`config.mk`:
```
export PLATFORM = sky130hd
export DESIGN_NAME = audio_sync_sample_corrector_unit_flat
export DESIGN_NICKNAME = d
export VERILOG_FILES = /design/src/sv/asc_pkg.sv /design/src/sv/asc_in_if.sv /design/src/sv/asc_out_if.sv /design/src/sv/asc_dp.sv /design/src/sv/asc_ctrl.sv /design/src/sv/audio_sync_sample_corrector_unit.sv /design/src/flat_wrapper.sv
export VERILOG_INCLUDE_DIRS = /design/src /design/src/sv
export SDC_FILE = /design/constraint.sdc
export NUM_CORES = 2
export LEC_CHECK = 0
export ABC_AREA = 1
export BUFFER_PORTS_ARGS = -buffer_cell sky130_fd_sc_hd__clkbuf_2
export CAP_MARGIN = 20
export CORE_ASPECT_RATIO = 1.1
export CORE_UTILIZATION = 55
export CTS_CLUSTER_DIAMETER = 200
export CTS_CLUSTER_SIZE = 16
export DETAILED_ROUTE_END_ITERATION = 8
export GPL_TIMING_DRIVEN = 0
export PLACE_DENSITY = 0.78
export SYNTH_ARGS = -nofsm -noshare
export SYNTH_HDL_FRONTEND = slang
export SYNTH_SLANG_ARGS = --single-unit
```
`constraint.sdc`:
```
create_clock -name clk -period 15.99 [get_ports clk]
set_input_delay 1.599 -clock clk [delete_from_list [all_inputs] [get_ports clk]]
set_output_delay 1.599 -clock clk [all_outputs]
set_load 0.05 [all_outputs]
```
`src/sv/assert_macros.svh`:
```
// assertion macros used by the top-level design file
`ifndef ASSERT_MACROS_SVH
`define ASSERT_MACROS_SVH

`ifndef SYNTH

// same-cycle implication, disabled during reset
`define ASSERT_IMPL(label, clk, rst_n, ante, cons) \
  label: assert property (@(posedge clk) disable iff (!rst_n) (ante) |-> (cons)) \
    else $error("assertion failed");

// next-cycle implication, disabled during reset
`define ASSERT_NEXT(label, clk, rst_n, ante, cons) \
  label: assert property (@(posedge clk) disable iff (!rst_n) (ante) |=> (cons)) \
    else $error("assertion failed");

`else

`define ASSERT_IMPL(label, clk, rst_n, ante, cons)
`define ASSERT_NEXT(label, clk, rst_n, ante, cons)

`endif

`endif

```
`src/sv/asc_pkg.sv`:
```
// types and constants of the audio sync sample corrector
package asc_pkg;

  localparam int COUNT_W    = 16;
  localparam int WANTED_W   = 17;
  localparam int CLOCK_W    = 32;
  localparam int COEF_W     = 16;
  localparam int LIMIT_W    = 31;
  localparam int RATE_W     = 19;
  localparam int PCT_W      = 7;
  localparam int FRAMES_W   = 8;
  localparam int ACC_W      = 48;
  localparam int CFG_IDX_W  = 3;
  localparam int CFG_DATA_W = 31;

  // shared multiplier: signed 25 x signed 20, wide operands go in two 24-bit halves
  localparam int CHUNK_W    = 24;
  localparam int MUL_A_W    = CHUNK_W + 1;
  localparam int MUL_B_W    = RATE_W + 1;
  localparam int MUL_PROD_W = MUL_A_W + MUL_B_W;
  localparam int PROD_W     = 66;
  localparam int COEF_FRAC  = 16;

  // bounds: count * (100 -/+ pct) then / 100 via reciprocal
  localparam int BND_W      = 24;
  localparam int RECIP_W    = 26;
  localparam int RECIP_SH   = 32;
  localparam logic [RECIP_W-1:0] RECIP_100 = 26'd42949673;
  localparam logic [PCT_W-1:0]   PCT_MAX   = 7'd100;

  // register indexes
  localparam logic [CFG_IDX_W-1:0] CFG_SYNC_ENABLE        = 3'd0;
  localparam logic [CFG_IDX_W-1:0] CFG_AVG_COEF           = 3'd1;
  localparam logic [CFG_IDX_W-1:0] CFG_DIFF_THRESHOLD     = 3'd2;
  localparam logic [CFG_IDX_W-1:0] CFG_SOURCE_RATE        = 3'd3;
  localparam logic [CFG_IDX_W-1:0] CFG_NOSYNC_LIMIT       = 3'd4;
  localparam logic [CFG_IDX_W-1:0] CFG_CORRECTION_PERCENT = 3'd5;
  localparam logic [CFG_IDX_W-1:0] CFG_WARMUP_FRAMES      = 3'd6;

  // register reset values
  localparam logic                RST_SYNC_ENABLE        = 1'b1;
  localparam logic [COEF_W-1:0]   RST_AVG_COEF           = 16'd52057;
  localparam logic [LIMIT_W-1:0]  RST_DIFF_THRESHOLD     = 31'd1398;
  localparam logic [RATE_W-1:0]   RST_SOURCE_RATE        = 19'd48000;
  localparam logic [LIMIT_W-1:0]  RST_NOSYNC_LIMIT       = 31'd655360;
  localparam logic [PCT_W-1:0]    RST_CORRECTION_PERCENT = 7'd10;
  localparam logic [FRAMES_W-1:0] RST_WARMUP_FRAMES      = 8'd20;

  typedef struct packed {
    logic                sync_enable;
    logic [COEF_W-1:0]   avg_coef;
    logic [LIMIT_W-1:0]  diff_threshold;
    logic [RATE_W-1:0]   source_rate;
    logic [LIMIT_W-1:0]  nosync_limit;
    logic [PCT_W-1:0]    correction_percent;
    logic [FRAMES_W-1:0] warmup_frames;
  } cfg_t;

  typedef enum logic [3:0] {
    ST_IDLE,
    ST_CHECK,
    ST_M1A,
    ST_M1B,
    ST_UPD,
    ST_M2A,
    ST_M2B,
    ST_CMP,
    ST_M3A,
    ST_M3B,
    ST_FIN,
    ST_EMIT
  } state_t;

  typedef enum logic [1:0] {
    MUL_ACC_COEF,
    MUL_AVG,
    MUL_RATE
  } mul_sel_t;

  typedef struct packed {
    logic     load_in;
    logic     mul_en;
    logic     mul_hi;
    mul_sel_t mul_sel;
    logic     bnd_en;
    logic     upd_acc;
    logic     clr_state;
    logic     res_pass;
    logic     res_corr;
    logic     emit;
  } cmd_t;

  typedef struct packed {
    logic enable;
    logic usable;
    logic warm;
    logic trigger;
  } sts_t;

endpackage

```
`src/sv/asc_in_if.sv`:
```
// input channel: one decoded frame word
interface asc_in_if;
  logic                                valid;
  logic                                ready;
  logic [asc_pkg::COUNT_W-1:0]         sample_count;
  logic signed [asc_pkg::CLOCK_W-1:0]  clock_diff;
  logic                                diff_valid;

  modport source (output valid, sample_count, clock_diff, diff_valid, input ready);
  modport sink   (input valid, sample_count, clock_diff, diff_valid, output ready);
endinterface

```
`src/sv/asc_out_if.sv`:
```
// result channel: corrected sample count word
interface asc_out_if;
  logic                         valid;
  logic                         ready;
  logic [asc_pkg::WANTED_W-1:0] wanted_samples;
  logic                         corrected;

  modport source (output valid, wanted_samples, corrected, input ready);
  modport sink   (input valid, wanted_samples, corrected, output ready);
endinterface

```
`src/sv/asc_dp.sv`:
```
// datapath: accumulator, shared multiplier, bounds and clipping
module asc_dp #(
  parameter int DIFF_FRAC_BITS = 16
) (
  input  logic                               clk,
  input  logic                               rst_n,
  input  asc_pkg::cfg_t                      cfg,
  input  logic [asc_pkg::COUNT_W-1:0]        in_sample_count,
  input  logic signed [asc_pkg::CLOCK_W-1:0] in_clock_diff,
  input  logic                               in_diff_valid,
  input  asc_pkg::cmd_t                      cmd,
  output asc_pkg::sts_t                      sts,
  output logic [asc_pkg::WANTED_W-1:0]       res_wanted,
  output logic                               res_corrected
);

  localparam int PW = asc_pkg::PROD_W;
  localparam int AW = asc_pkg::ACC_W;
  localparam int CW = asc_pkg::CHUNK_W;
  localparam int WW = 53;

  logic [asc_pkg::COUNT_W-1:0]        count_r;
  logic signed [asc_pkg::CLOCK_W-1:0] diff_r;
  logic                               dvalid_r;
  logic [asc_pkg::CLOCK_W-1:0]        mag_r;
  logic signed [AW-1:0]               acc_r;
  logic [asc_pkg::FRAMES_W-1:0]       frames_r;
  logic signed [PW-1:0]               p_r;
  logic signed [PW-1:0]               p_nxt;
  logic [asc_pkg::BND_W-1:0]          blo_prod_r;
  logic [asc_pkg::BND_W-1:0]          bhi_prod_r;
  logic [asc_pkg::WANTED_W-1:0]       lo_r;
  logic [asc_pkg::WANTED_W-1:0]       hi_r;
  logic [asc_pkg::WANTED_W-1:0]       res_wanted_r;
  logic                               res_corr_r;

  logic [asc_pkg::CLOCK_W-1:0]        in_mag;
  logic [AW-1:0]                      mul_src;
  logic [asc_pkg::MUL_B_W-1:0]        mul_f;
  logic [asc_pkg::COEF_W:0]           f_avg;
  logic signed [asc_pkg::MUL_A_W-1:0] mul_a;
  logic signed [asc_pkg::MUL_B_W-1:0] mul_b;
  logic signed [asc_pkg::MUL_PROD_W-1:0] mul_prod;
  logic signed [PW-1:0]               prod_ext;

  logic signed [PW-1:0]               p_shr;
  logic signed [PW-1:0]               rnd;
  logic signed [PW-1:0]               q;
  logic signed [PW-1:0]               diff_ext;
  logic signed [PW-1:0]               acc_sum;
  logic                               acc_ovf;
  logic signed [AW-1:0]               acc_new;
  logic [PW-1:0]                      avg_mag;

  logic [asc_pkg::PCT_W-1:0]          pct;
  logic [asc_pkg::FRAMES_W-1:0]       pct_minus;
  logic [asc_pkg::FRAMES_W-1:0]       pct_plus;
  logic [asc_pkg::BND_W-1:0]          cnt_bnd;
  logic [asc_pkg::BND_W-1:0]          pct_minus_bnd;
  logic [asc_pkg::BND_W-1:0]          pct_plus_bnd;
  logic [49:0]                        qlo_full;
  logic [49:0]                        qhi_full;

  logic [PW-1:0]                      dmag_full;
  logic signed [WW-1:0]               cnt_w;
  logic signed [WW-1:0]               dmag_w;
  logic signed [WW-1:0]               w_raw;
  logic signed [WW-1:0]               w_clip;

  // magnitude of the incoming difference, full range of the signed word
  assign in_mag = in_clock_diff[asc_pkg::CLOCK_W-1] ? (~in_clock_diff + 32'd1) : in_clock_diff;

  // shared multiplier operand selection
  assign f_avg = 17'h10000 - {1'b0, cfg.avg_coef};

  always_comb begin
    unique case (cmd.mul_sel)
      asc_pkg::MUL_ACC_COEF: begin
        mul_src = acc_r;
        mul_f   = {{(asc_pkg::MUL_B_W-asc_pkg::COEF_W){1'b0}}, cfg.avg_coef};
      end
      asc_pkg::MUL_AVG: begin
        mul_src = acc_r;
        mul_f   = {{(asc_pkg::MUL_B_W-asc_pkg::COEF_W-1){1'b0}}, f_avg};
      end
      asc_pkg::MUL_RATE: begin
        mul_src = {{(AW-asc_pkg::CLOCK_W){1'b0}}, mag_r};
        mul_f   = {1'b0, cfg.source_rate};
      end
      default: begin
        mul_src = '0;
        mul_f   = '0;
      end
    endcase
  end

  assign mul_a    = cmd.mul_hi ? $signed({mul_src[AW-1], mul_src[AW-1:CW]})
                               : $signed({1'b0, mul_src[CW-1:0]});
  assign mul_b    = $signed(mul_f);
  assign mul_prod = mul_a * mul_b;
  assign prod_ext = $signed({{(PW-asc_pkg::MUL_PROD_W){mul_prod[asc_pkg::MUL_PROD_W-1]}},
                             mul_prod});
  assign p_nxt    = cmd.mul_hi ? (p_r + (prod_ext <<< CW)) : prod_ext;

  // product / 2^16 rounded half up
  assign p_shr = p_r >>> asc_pkg::COEF_FRAC;
  assign rnd   = $signed({{(PW-1){1'b0}}, p_r[asc_pkg::COEF_FRAC-1]});
  assign q     = p_shr + rnd;

  // accumulator update with 48-bit saturation
  assign diff_ext = $signed({{(PW-asc_pkg::CLOCK_W){diff_r[asc_pkg::CLOCK_W-1]}}, diff_r});
  assign acc_sum  = q + diff_ext;
  assign acc_ovf  = !((&acc_sum[PW-1:AW-1]) || !(|acc_sum[PW-1:AW-1]));
  assign acc_new  = !acc_ovf ? acc_sum[AW-1:0]
                  : (acc_sum[PW-1] ? $signed({1'b1, {(AW-1){1'b0}}})
                                   : $signed({1'b0, {(AW-1){1'b1}}}));

  assign avg_mag = q[PW-1] ? PW'(-q) : PW'(q);

  // clip bounds
  assign pct       = (cfg.correction_percent > asc_pkg::PCT_MAX) ? asc_pkg::PCT_MAX
                                                                 : cfg.correction_percent;
  assign pct_minus = {1'b0, asc_pkg::PCT_MAX} - {1'b0, pct};
  assign pct_plus  = {1'b0, asc_pkg::PCT_MAX} + {1'b0, pct};
  assign cnt_bnd       = {{(asc_pkg::BND_W-asc_pkg::COUNT_W){1'b0}}, count_r};
  assign pct_minus_bnd = {{(asc_pkg::BND_W-asc_pkg::FRAMES_W){1'b0}}, pct_minus};
  assign pct_plus_bnd  = {{(asc_pkg::BND_W-asc_pkg::FRAMES_W){1'b0}}, pct_plus};
  assign qlo_full  = 50'(blo_prod_r) * 50'(asc_pkg::RECIP_100);
  assign qhi_full  = 50'(bhi_prod_r) * 50'(asc_pkg::RECIP_100);

  // corrected count and clipping
  assign dmag_full = p_r >> DIFF_FRAC_BITS;
  assign cnt_w     = $signed({{(WW-asc_pkg::COUNT_W){1'b0}}, count_r});
  assign dmag_w    = $signed({1'b0, dmag_full[WW-2:0]});
  assign w_raw     = diff_r[asc_pkg::CLOCK_W-1] ? (cnt_w - dmag_w) : (cnt_w + dmag_w);

  always_comb begin
    w_clip = w_raw;
    if (w_raw < $signed({{(WW-asc_pkg::WANTED_W){1'b0}}, lo_r})) begin
      w_clip = $signed({{(WW-asc_pkg::WANTED_W){1'b0}}, lo_r});
    end else if (w_raw > $signed({{(WW-asc_pkg::WANTED_W){1'b0}}, hi_r})) begin
      w_clip = $signed({{(WW-asc_pkg::WANTED_W){1'b0}}, hi_r});
    end
  end

  // status
  assign sts.enable  = cfg.sync_enable;
  assign sts.usable  = dvalid_r && (mag_r < {1'b0, cfg.nosync_limit});
  assign sts.warm    = frames_r < cfg.warmup_frames;
  assign sts.trigger = avg_mag >= {{(PW-asc_pkg::LIMIT_W){1'b0}}, cfg.diff_threshold};

  // history state
  always_ff @(posedge clk) begin
    if (!rst_n) begin
      acc_r    <= '0;
      frames_r <= '0;
    end else if (cmd.clr_state) begin
      acc_r    <= '0;
      frames_r <= '0;
    end else if (cmd.upd_acc) begin
      acc_r <= acc_new;
      if (sts.warm) begin
        frames_r <= frames_r + 8'd1;
      end
    end
  end

  // payload registers
  always_ff @(posedge clk) begin
    if (cmd.load_in) begin
      count_r  <= in_sample_count;
      diff_r   <= in_clock_diff;
      dvalid_r <= in_diff_valid;
      mag_r    <= in_mag;
    end
    if (cmd.mul_en) begin
      p_r <= p_nxt;
    end
    if (cmd.bnd_en && !cmd.mul_hi) begin
      blo_prod_r <= cnt_bnd * pct_minus_bnd;
      bhi_prod_r <= cnt_bnd * pct_plus_bnd;
    end
    if (cmd.bnd_en && cmd.mul_hi) begin
      lo_r <= qlo_full[asc_pkg::RECIP_SH +: asc_pkg::WANTED_W];
      hi_r <= qhi_full[asc_pkg::RECIP_SH +: asc_pkg::WANTED_W];
    end
    if (cmd.res_pass) begin
      res_wanted_r <= {1'b0, count_r};
      res_corr_r   <= 1'b0;
    end else if (cmd.res_corr) begin
      res_wanted_r <= w_clip[asc_pkg::WANTED_W-1:0];
      res_corr_r   <= 1'b1;
    end
  end

  assign res_wanted    = res_wanted_r;
  assign res_corrected = res_corr_r;

endmodule

```
`src/sv/asc_ctrl.sv`:
```
// controller: sequences one frame word through the datapath
module asc_ctrl (
  input  logic          clk,
  input  logic          rst_n,
  input  logic          in_valid,
  output logic          in_ready,
  input  logic          out_busy,
  input  asc_pkg::sts_t sts,
  output asc_pkg::cmd_t cmd
);

  asc_pkg::state_t state_r;
  asc_pkg::state_t state_nxt;

  always_ff @(posedge clk) begin
    if (!rst_n) begin
      state_r <= asc_pkg::ST_IDLE;
    end else begin
      state_r <= state_nxt;
    end
  end

  always_comb begin
    state_nxt   = state_r;
    cmd         = '0;
    cmd.mul_sel = asc_pkg::MUL_ACC_COEF;
    in_ready    = 1'b0;
    unique case (state_r)
      asc_pkg::ST_IDLE: begin
        in_ready = 1'b1;
        if (in_valid) begin
          cmd.load_in = 1'b1;
          state_nxt   = asc_pkg::ST_CHECK;
        end
      end
      asc_pkg::ST_CHECK: begin
        priority if (!sts.enable) begin
          cmd.res_pass = 1'b1;
          state_nxt    = asc_pkg::ST_EMIT;
        end else if (!sts.usable) begin
          cmd.clr_state = 1'b1;
          cmd.res_pass  = 1'b1;
          state_nxt     = asc_pkg::ST_EMIT;
        end else begin
          state_nxt = asc_pkg::ST_M1A;
        end
      end
      asc_pkg::ST_M1A: begin
        cmd.mul_en = 1'b1;
        state_nxt  = asc_pkg::ST_M1B;
      end
      asc_pkg::ST_M1B: begin
        cmd.mul_en = 1'b1;
        cmd.mul_hi = 1'b1;
        state_nxt  = asc_pkg::ST_UPD;
      end
      asc_pkg::ST_UPD: begin
        cmd.upd_acc = 1'b1;
        if (sts.warm) begin
          cmd.res_pass = 1'b1;
          state_nxt    = asc_pkg::ST_EMIT;
        end else begin
          state_nxt = asc_pkg::ST_M2A;
        end
      end
      asc_pkg::ST_M2A: begin
        cmd.mul_en  = 1'b1;
        cmd.mul_sel = asc_pkg::MUL_AVG;
        state_nxt   = asc_pkg::ST_M2B;
      end
      asc_pkg::ST_M2B: begin
        cmd.mul_en  = 1'b1;
        cmd.mul_hi  = 1'b1;
        cmd.mul_sel = asc_pkg::MUL_AVG;
        state_nxt   = asc_pkg::ST_CMP;
      end
      asc_pkg::ST_CMP: begin
        if (sts.trigger) begin
          state_nxt = asc_pkg::ST_M3A;
        end else begin
          cmd.res_pass = 1'b1;
          state_nxt    = asc_pkg::ST_EMIT;
        end
      end
      asc_pkg::ST_M3A: begin
        cmd.mul_en  = 1'b1;
        cmd.mul_sel = asc_pkg::MUL_RATE;
        cmd.bnd_en  = 1'b1;
        state_nxt   = asc_pkg::ST_M3B;
      end
      asc_pkg::ST_M3B: begin
        cmd.mul_en  = 1'b1;
        cmd.mul_hi  = 1'b1;
        cmd.mul_sel = asc_pkg::MUL_RATE;
        cmd.bnd_en  = 1'b1;
        state_nxt   = asc_pkg::ST_FIN;
      end
      asc_pkg::ST_FIN: begin
        cmd.res_corr = 1'b1;
        state_nxt    = asc_pkg::ST_EMIT;
      end
      asc_pkg::ST_EMIT: begin
        if (!out_busy) begin
          cmd.emit  = 1'b1;
          state_nxt = asc_pkg::ST_IDLE;
        end
      end
      default: begin
        state_nxt = asc_pkg::ST_IDLE;
      end
    endcase
  end

endmodule

```
`src/sv/audio_sync_sample_corrector_unit.sv`:
```
// top level of the audio sync sample corrector
// Takes one decoded frame word (sample count, audio-minus-master clock
// difference in signed fixed point, and a flag that the difference is a
// number) and returns one word with the sample count to produce and a flag
// that the count was recomputed from the difference. A usable difference
// (flagged valid and smaller in magnitude than nosync_limit) feeds a 48-bit
// exponentially weighted accumulator; after warmup_frames usable frames the
// scaled average is compared with diff_threshold and, once reached, the count
// becomes count plus diff times source_rate, clipped to correction_percent of
// the count. With sync enabled, an unusable difference clears the history.
// After the check, sync off or an unusable difference passes the count; else
// the accumulator is updated and, after warm-up, the average is compared; at
// the threshold the rate product and bounds give the clipped count, else the
// count passes. The single shared 25x20 multiplier builds each wide product
// (accumulator times coefficient, accumulator times one minus coefficient,
// difference times rate) from two 24-bit halves on consecutive cycles. The
// result sits in an output register, so the next word is accepted while the
// previous result still waits to be taken. The user must write registers
// through cfg_we/cfg_index/cfg_data only while the block is idle (not enforced).
`include "assert_macros.svh"

module audio_sync_sample_corrector_unit #(
  parameter int DIFF_FRAC_BITS = 16
) (
  input  logic                              clk,
  input  logic                              rst_n,
  asc_in_if.sink                            in_ch,
  asc_out_if.source                         out_ch,
  input  logic                              cfg_we,
  input  logic [asc_pkg::CFG_IDX_W-1:0]     cfg_index,
  input  logic [asc_pkg::CFG_DATA_W-1:0]    cfg_data
);

  asc_pkg::cfg_t cfg_r;
  asc_pkg::cmd_t cmd;
  asc_pkg::sts_t sts;

  logic                          out_valid_r;
  logic                          out_valid_nxt;
  logic [asc_pkg::WANTED_W-1:0]  out_wanted_r;
  logic                          out_corr_r;
  logic [asc_pkg::WANTED_W-1:0]  res_wanted;
  logic                          res_corrected;
  logic                          out_busy;
  logic                          in_ready;

  // register file, written by index
  always_ff @(posedge clk) begin
    if (!rst_n) begin
      cfg_r.sync_enable        <= asc_pkg::RST_SYNC_ENABLE;
      cfg_r.avg_coef           <= asc_pkg::RST_AVG_COEF;
      cfg_r.diff_threshold     <= asc_pkg::RST_DIFF_THRESHOLD;
      cfg_r.source_rate        <= asc_pkg::RST_SOURCE_RATE;
      cfg_r.nosync_limit       <= asc_pkg::RST_NOSYNC_LIMIT;
      cfg_r.correction_percent <= asc_pkg::RST_CORRECTION_PERCENT;
      cfg_r.warmup_frames      <= asc_pkg::RST_WARMUP_FRAMES;
    end else if (cfg_we) begin
      unique case (cfg_index)
        asc_pkg::CFG_SYNC_ENABLE:        cfg_r.sync_enable <= cfg_data[0];
        asc_pkg::CFG_AVG_COEF:           cfg_r.avg_coef <= cfg_data[asc_pkg::COEF_W-1:0];
        asc_pkg::CFG_DIFF_THRESHOLD:     cfg_r.diff_threshold <= cfg_data[asc_pkg::LIMIT_W-1:0];
        asc_pkg::CFG_SOURCE_RATE:        cfg_r.source_rate <= cfg_data[asc_pkg::RATE_W-1:0];
        asc_pkg::CFG_NOSYNC_LIMIT:       cfg_r.nosync_limit <= cfg_data[asc_pkg::LIMIT_W-1:0];
        asc_pkg::CFG_CORRECTION_PERCENT: begin
          cfg_r.correction_percent <= cfg_data[asc_pkg::PCT_W-1:0];
        end
        asc_pkg::CFG_WARMUP_FRAMES:      cfg_r.warmup_frames <= cfg_data[asc_pkg::FRAMES_W-1:0];
        default: begin
        end
      endcase
    end
  end

  // sequencer
  asc_ctrl u_ctrl (
    .clk      (clk),
    .rst_n    (rst_n),
    .in_valid (in_ch.valid),
    .in_ready (in_ready),
    .out_busy (out_busy),
    .sts      (sts),
    .cmd      (cmd)
  );

  // arithmetic and history
  asc_dp #(
    .DIFF_FRAC_BITS (DIFF_FRAC_BITS)
  ) u_dp (
    .clk             (clk),
    .rst_n           (rst_n),
    .cfg             (cfg_r),
    .in_sample_count (in_ch.sample_count),
    .in_clock_diff   (in_ch.clock_diff),
    .in_diff_valid   (in_ch.diff_valid),
    .cmd             (cmd),
    .sts             (sts),
    .res_wanted      (res_wanted),
    .res_corrected   (res_corrected)
  );

  assign in_ch.ready = in_ready;

  // output word register, decouples the sequencer from the result sink
  assign out_busy = out_valid_r && !out_ch.ready;

  always_comb begin
    out_valid_nxt = out_valid_r;
    if (cmd.emit) begin
      out_valid_nxt = 1'b1;
    end else if (out_ch.ready) begin
      out_valid_nxt = 1'b0;
    end
  end

  always_ff @(posedge clk) begin
    if (!rst_n) begin
      out_valid_r <= 1'b0;
    end else begin
      out_valid_r <= out_valid_nxt;
    end
  end

  always_ff @(posedge clk) begin
    if (cmd.emit) begin
      out_wanted_r <= res_wanted;
      out_corr_r   <= res_corrected;
    end
  end

  assign out_ch.valid          = out_valid_r;
  assign out_ch.wanted_samples = out_wanted_r;
  assign out_ch.corrected      = out_corr_r;

  // a pending output word is never overwritten
  `ASSERT_IMPL(a_no_overwrite, clk, rst_n, cmd.emit, !out_valid_r || out_ch.ready)
  // an accepted word keeps the input closed through the check state and the state after it
  `ASSERT_NEXT(a_busy_after_accept, clk, rst_n, in_ch.valid && in_ch.ready, !in_ch.ready)
  `ASSERT_NEXT(a_busy_two, clk, rst_n, $past(in_ch.valid && in_ch.ready), !in_ch.ready)
  // every emitted word leaves the output register full
  `ASSERT_NEXT(a_emit_fills, clk, rst_n, cmd.emit, out_valid_r)

endmodule
```
`src/flat_wrapper.sv`:
```
// flat-port wrapper written by rule: the top's interface ports become plain ports
module audio_sync_sample_corrector_unit_flat 
#(
  parameter int DIFF_FRAC_BITS = 16
)
  (clk, rst_n, cfg_we, cfg_index, cfg_data, in_ch_valid, in_ch_sample_count, in_ch_clock_diff, in_ch_diff_valid, in_ch_ready, out_ch_valid, out_ch_wanted_samples, out_ch_corrected, out_ch_ready);
  asc_in_if in_ch_i ();
  asc_out_if out_ch_i ();
  input  logic clk;
  input  logic rst_n;
  input  logic cfg_we;
  input  logic [asc_pkg::CFG_IDX_W-1:0] cfg_index;
  input  logic [asc_pkg::CFG_DATA_W-1:0] cfg_data;
  input wire logic [$bits(in_ch_i.valid)-1:0] in_ch_valid;
  input wire logic [$bits(in_ch_i.sample_count)-1:0] in_ch_sample_count;
  input wire logic [$bits(in_ch_i.clock_diff)-1:0] in_ch_clock_diff;
  input wire logic [$bits(in_ch_i.diff_valid)-1:0] in_ch_diff_valid;
  output wire logic [$bits(in_ch_i.ready)-1:0] in_ch_ready;
  output wire logic [$bits(out_ch_i.valid)-1:0] out_ch_valid;
  output wire logic [$bits(out_ch_i.wanted_samples)-1:0] out_ch_wanted_samples;
  output wire logic [$bits(out_ch_i.corrected)-1:0] out_ch_corrected;
  input wire logic [$bits(out_ch_i.ready)-1:0] out_ch_ready;
  assign in_ch_i.valid = in_ch_valid;
  assign in_ch_i.sample_count = in_ch_sample_count;
  assign in_ch_i.clock_diff = in_ch_clock_diff;
  assign in_ch_i.diff_valid = in_ch_diff_valid;
  assign in_ch_ready = in_ch_i.ready;
  assign out_ch_valid = out_ch_i.valid;
  assign out_ch_wanted_samples = out_ch_i.wanted_samples;
  assign out_ch_corrected = out_ch_i.corrected;
  assign out_ch_i.ready = out_ch_ready;
  audio_sync_sample_corrector_unit #(.DIFF_FRAC_BITS(DIFF_FRAC_BITS)) u_core (.clk(clk), .rst_n(rst_n), .in_ch(in_ch_i), .out_ch(out_ch_i), .cfg_we(cfg_we), .cfg_index(cfg_index), .cfg_data(cfg_data));
endmodule
```
==> results.toml <==
[global_routing]
grt_pass1_vias = 69576
grt_usage = 0.384
grt_max_degree = 38
grt_overflow_total = 0
antenna_found_initial = 8
grt_pass1_wl_um = 415000

[critical_path]
critical_path_peak_fanout = 10
slowest_delay_ps = 790
crit_path_end_kind = "flip-flop"
critPathLaunchType = "flip-flop"
cp.arrival_ps = 14300
crit_required_ps = 16380
ff2ff_path_depth = 49
r2r_slack_ps = 2080
r2r-end = "u_core.u_dp.p_r[65]"
critPathKind = "flip-flop to flip-flop"
r2r_start = "u_core.u_ctrl.state_r[3]"
cpMostUsedCell = "inv_1"
cp_slowest_cell = "xor2_1"

[cts]
cts_tree = "done"
post_cts_buffers = 0
clock-root-buffer = "clkbuf_16"
clock-sinks = 422
clock_latency_ps = 690
postCtsResizedCells = 0
holdBufCountCts = 0
cts.reportedPaths.clkPinSlew_ps = 90
cts.path.max_buffers = 3
htree_levels = 1
cts_buffers = 30

[yosys]
syn_area_per_cell_um2 = 7.77
synth_ff_type = "edfxtp_1"
synth_async_sr_flop_share = 0
syn_inst = 10026
yosysUniqueCellTypes = 66
synth_seq_area_share = 0.140
synth_edf_count = 246
synth.cell_area_mm2 = 0.0779
synth-warning-count = 0
yosys_register_bits = 422

[routing]
postRouteAntennaNets = 0
vias = 69017
first_iter_violations = 6874
routed_wl_um = 274000
dr.pass1.iters = 8
routedWlPerCell_um = 22.8
viasPerCell = 5.73
drc_errors = 0

[layout]
finalNetCount = 12296
area_growth_pct = 5.34
final_cell_mix = "inv_1, nand2_1, fa_1, ha_1, nor2_1"
finalNonFillerCells = 12053
final_common_cell = "inv_1"
drive_above_1_share = 0.0407

[place]
finalWeightedCongestion = 1.04
port_buffers = 106
dp.cells = 11995
hpwl_um = 236000
dpl_worst_slack_ps = 2480

[timing]
hold-worst-slack_ps = 418
worstMarginPinSlew_ps = 1310
hold_viol = 0
finalWorstSetupSlack_ps = 2080
clock.fmax_mhz = 71.9
rsz0062_at_grt = "no"
finalCritPeriodShare = 0.870
relSlewSlack = 0.124
setup_viol = 0
finClkSkew_ps = 72.5
period_needed_ps = 13910
drv_slew = 0

[hold_path]
hold_path_depth = 0
min_from = "u_core.u_dp.res_wanted[12]"
min_to = "u_core.out_ch.wanted_samples[12]"
min_path_type = "flip-flop to flip-flop"

[die]
ios = 108
dieArea_mm2 = 0.143
die_w_um = 361
core_mm2 = 0.140
dieHeight_um = 397
rows = 144
floorplan.initialDensity = 0.555

[job]
drv_cap = 0

[status]
outcome = "finished, final reports clean"
[critical path: cells and delay by family, from the launching register on]
kind | cells | cell delay [ps]
adders and majority gates | 9 | 4400
and+or+nand+nor | 13 | 3060
AOI/OAI and AO/OA | 11 | 2350
buffers and inverters | 13 | 2270
xor gates and xnor gates | 3 | 1180
DFF | 1 | 370
[per-stage QoR]
step                instance area, um^2  TNS [ps]   util
global placement                  80700     -1380  0.575
detailed placement                81100         0  0.578
finish                            82000         0  0.584
global route                      82000         0  0.584
CTS                               82000         0  0.584
floorplan                         77900         0      -
[cell usage after synthesis (8+ instances only)]
library cell / instances / share of area
ha_1: 948 / 0.15
or2_2: 25 / 0.0020
o2111ai_1: 10 / 0.0011
inv_1: 2216 / 0.11
edfxtp_1: 246 / 0.095
nand4_1: 107 / 0.0086
nand3b_1: 12 / 0.0012
nand3_1: 345 / 0.022
o211ai_1: 42 / 0.0040
a21oi_1: 581 / 0.037
a221oi_1: 9 / 0.0010
o21bai_1: 19 / 0.0018
inv_2: 12 / 0.00058
dfxtp_1: 176 / 0.045
o221ai_1: 11 / 0.0012
a31oi_1: 44 / 0.0035
o21a_1: 26 / 0.0025
o31ai_1: 16 / 0.0015
a211oi_1: 10 / 0.00096
nand2_1: 1938 / 0.093
clkinv_1: 17 / 0.00082
nor4_1: 18 / 0.0014
o21ai_0: 399 / 0.026
nor3_1: 82 / 0.0053
nand3_2: 8 / 0.0010
buf_2: 32 / 0.0021
xnor2_1: 90 / 0.010
nor2_2: 39 / 0.0031
fa_1: 1056 / 0.27
o21ai_1: 26 / 0.0017
xor2_1: 190 / 0.021
buf_1: 16 / 0.00077
nand2_2: 55 / 0.0044
a21boi_0: 15 / 0.0014
nand2_4: 21 / 0.0030
nor2_1: 908 / 0.044
nor2_4: 25 / 0.0036
clkbuf_1: 155 / 0.0075
a21o_1: 17 / 0.0016
[sequential cells by signal, summed over array words and instances, names as in the netlist, 23 cells and up]
name	flops
u_core.u_dp.acc_r	48
u_core.u_dp.bhi_prod_r	23
u_core.u_dp.p_r	51
u_core.u_dp.diff_r	32
u_core.cfg_r	113
u_core.u_dp.mag_r	31
u_core.u_dp.blo_prod_r	24
[how the worst max path moves through the flow]
stage / startpoint / end / slack, ps / depth (start not counted)
3_5_place_dp: u_core.u_ctrl.state_r[3] / u_core.u_dp.p_r[65] / 2480 / 45
5_1_grt: u_core.u_ctrl.state_r[3] / u_core.u_dp.p_r[65] / 1480 / 49
2_1_floorplan: u_core.u_ctrl.state_r[3] / u_core.u_dp.p_r[65] / 4670 / 49
4_1_cts: u_core.u_ctrl.state_r[3] / u_core.u_dp.p_r[65] / 2410 / 45
3_3_place_gp: u_core.u_ctrl.state_r[3] / u_core.u_dp.p_r[65] / -460 / 46
6_report: u_core.u_ctrl.state_r[3] / u_core.u_dp.p_r[65] / 2080 / 49
[per-layer routing]
layer,share of wire,wire (um),up-vias,GRT usage
li1,-,-,31537,-
met1,0.39,107000,33342,0.492
met2,0.45,124000,3320,0.622
met3,0.091,25000,810,0.0637
met4,0.068,18700,8,0.209
met5,0.00016,44,-,0
[area by class of cell]
class	count	area (um^2)
Antenna cell	3	7.51
Buffer	210	871
Clock buffer	51	830
Clock inverter	2	41.3
Fill cell	12989	58300
Inverter	2247	8440
Multi-Input combinational cell	7166	57800
Sequential cell	422	10900
Tap cell	1825	2280
Timing Repair Buffer	127	836
[logic make-up after synthesis]
logic type,share of synthesized area
AND/OR/NAND/NOR,0.197
buffers and inverters,0.120
adder cells (fa/ha/maj),0.424
AO/OA/AOI/OAI,0.0883
flip-flops,0.140
XOR/XNOR,0.0315
other,0.0000965
Power is left out: the tool's default activity adds up to more than one toggle a clock period on the data nets, which glitch-free logic cannot reach.
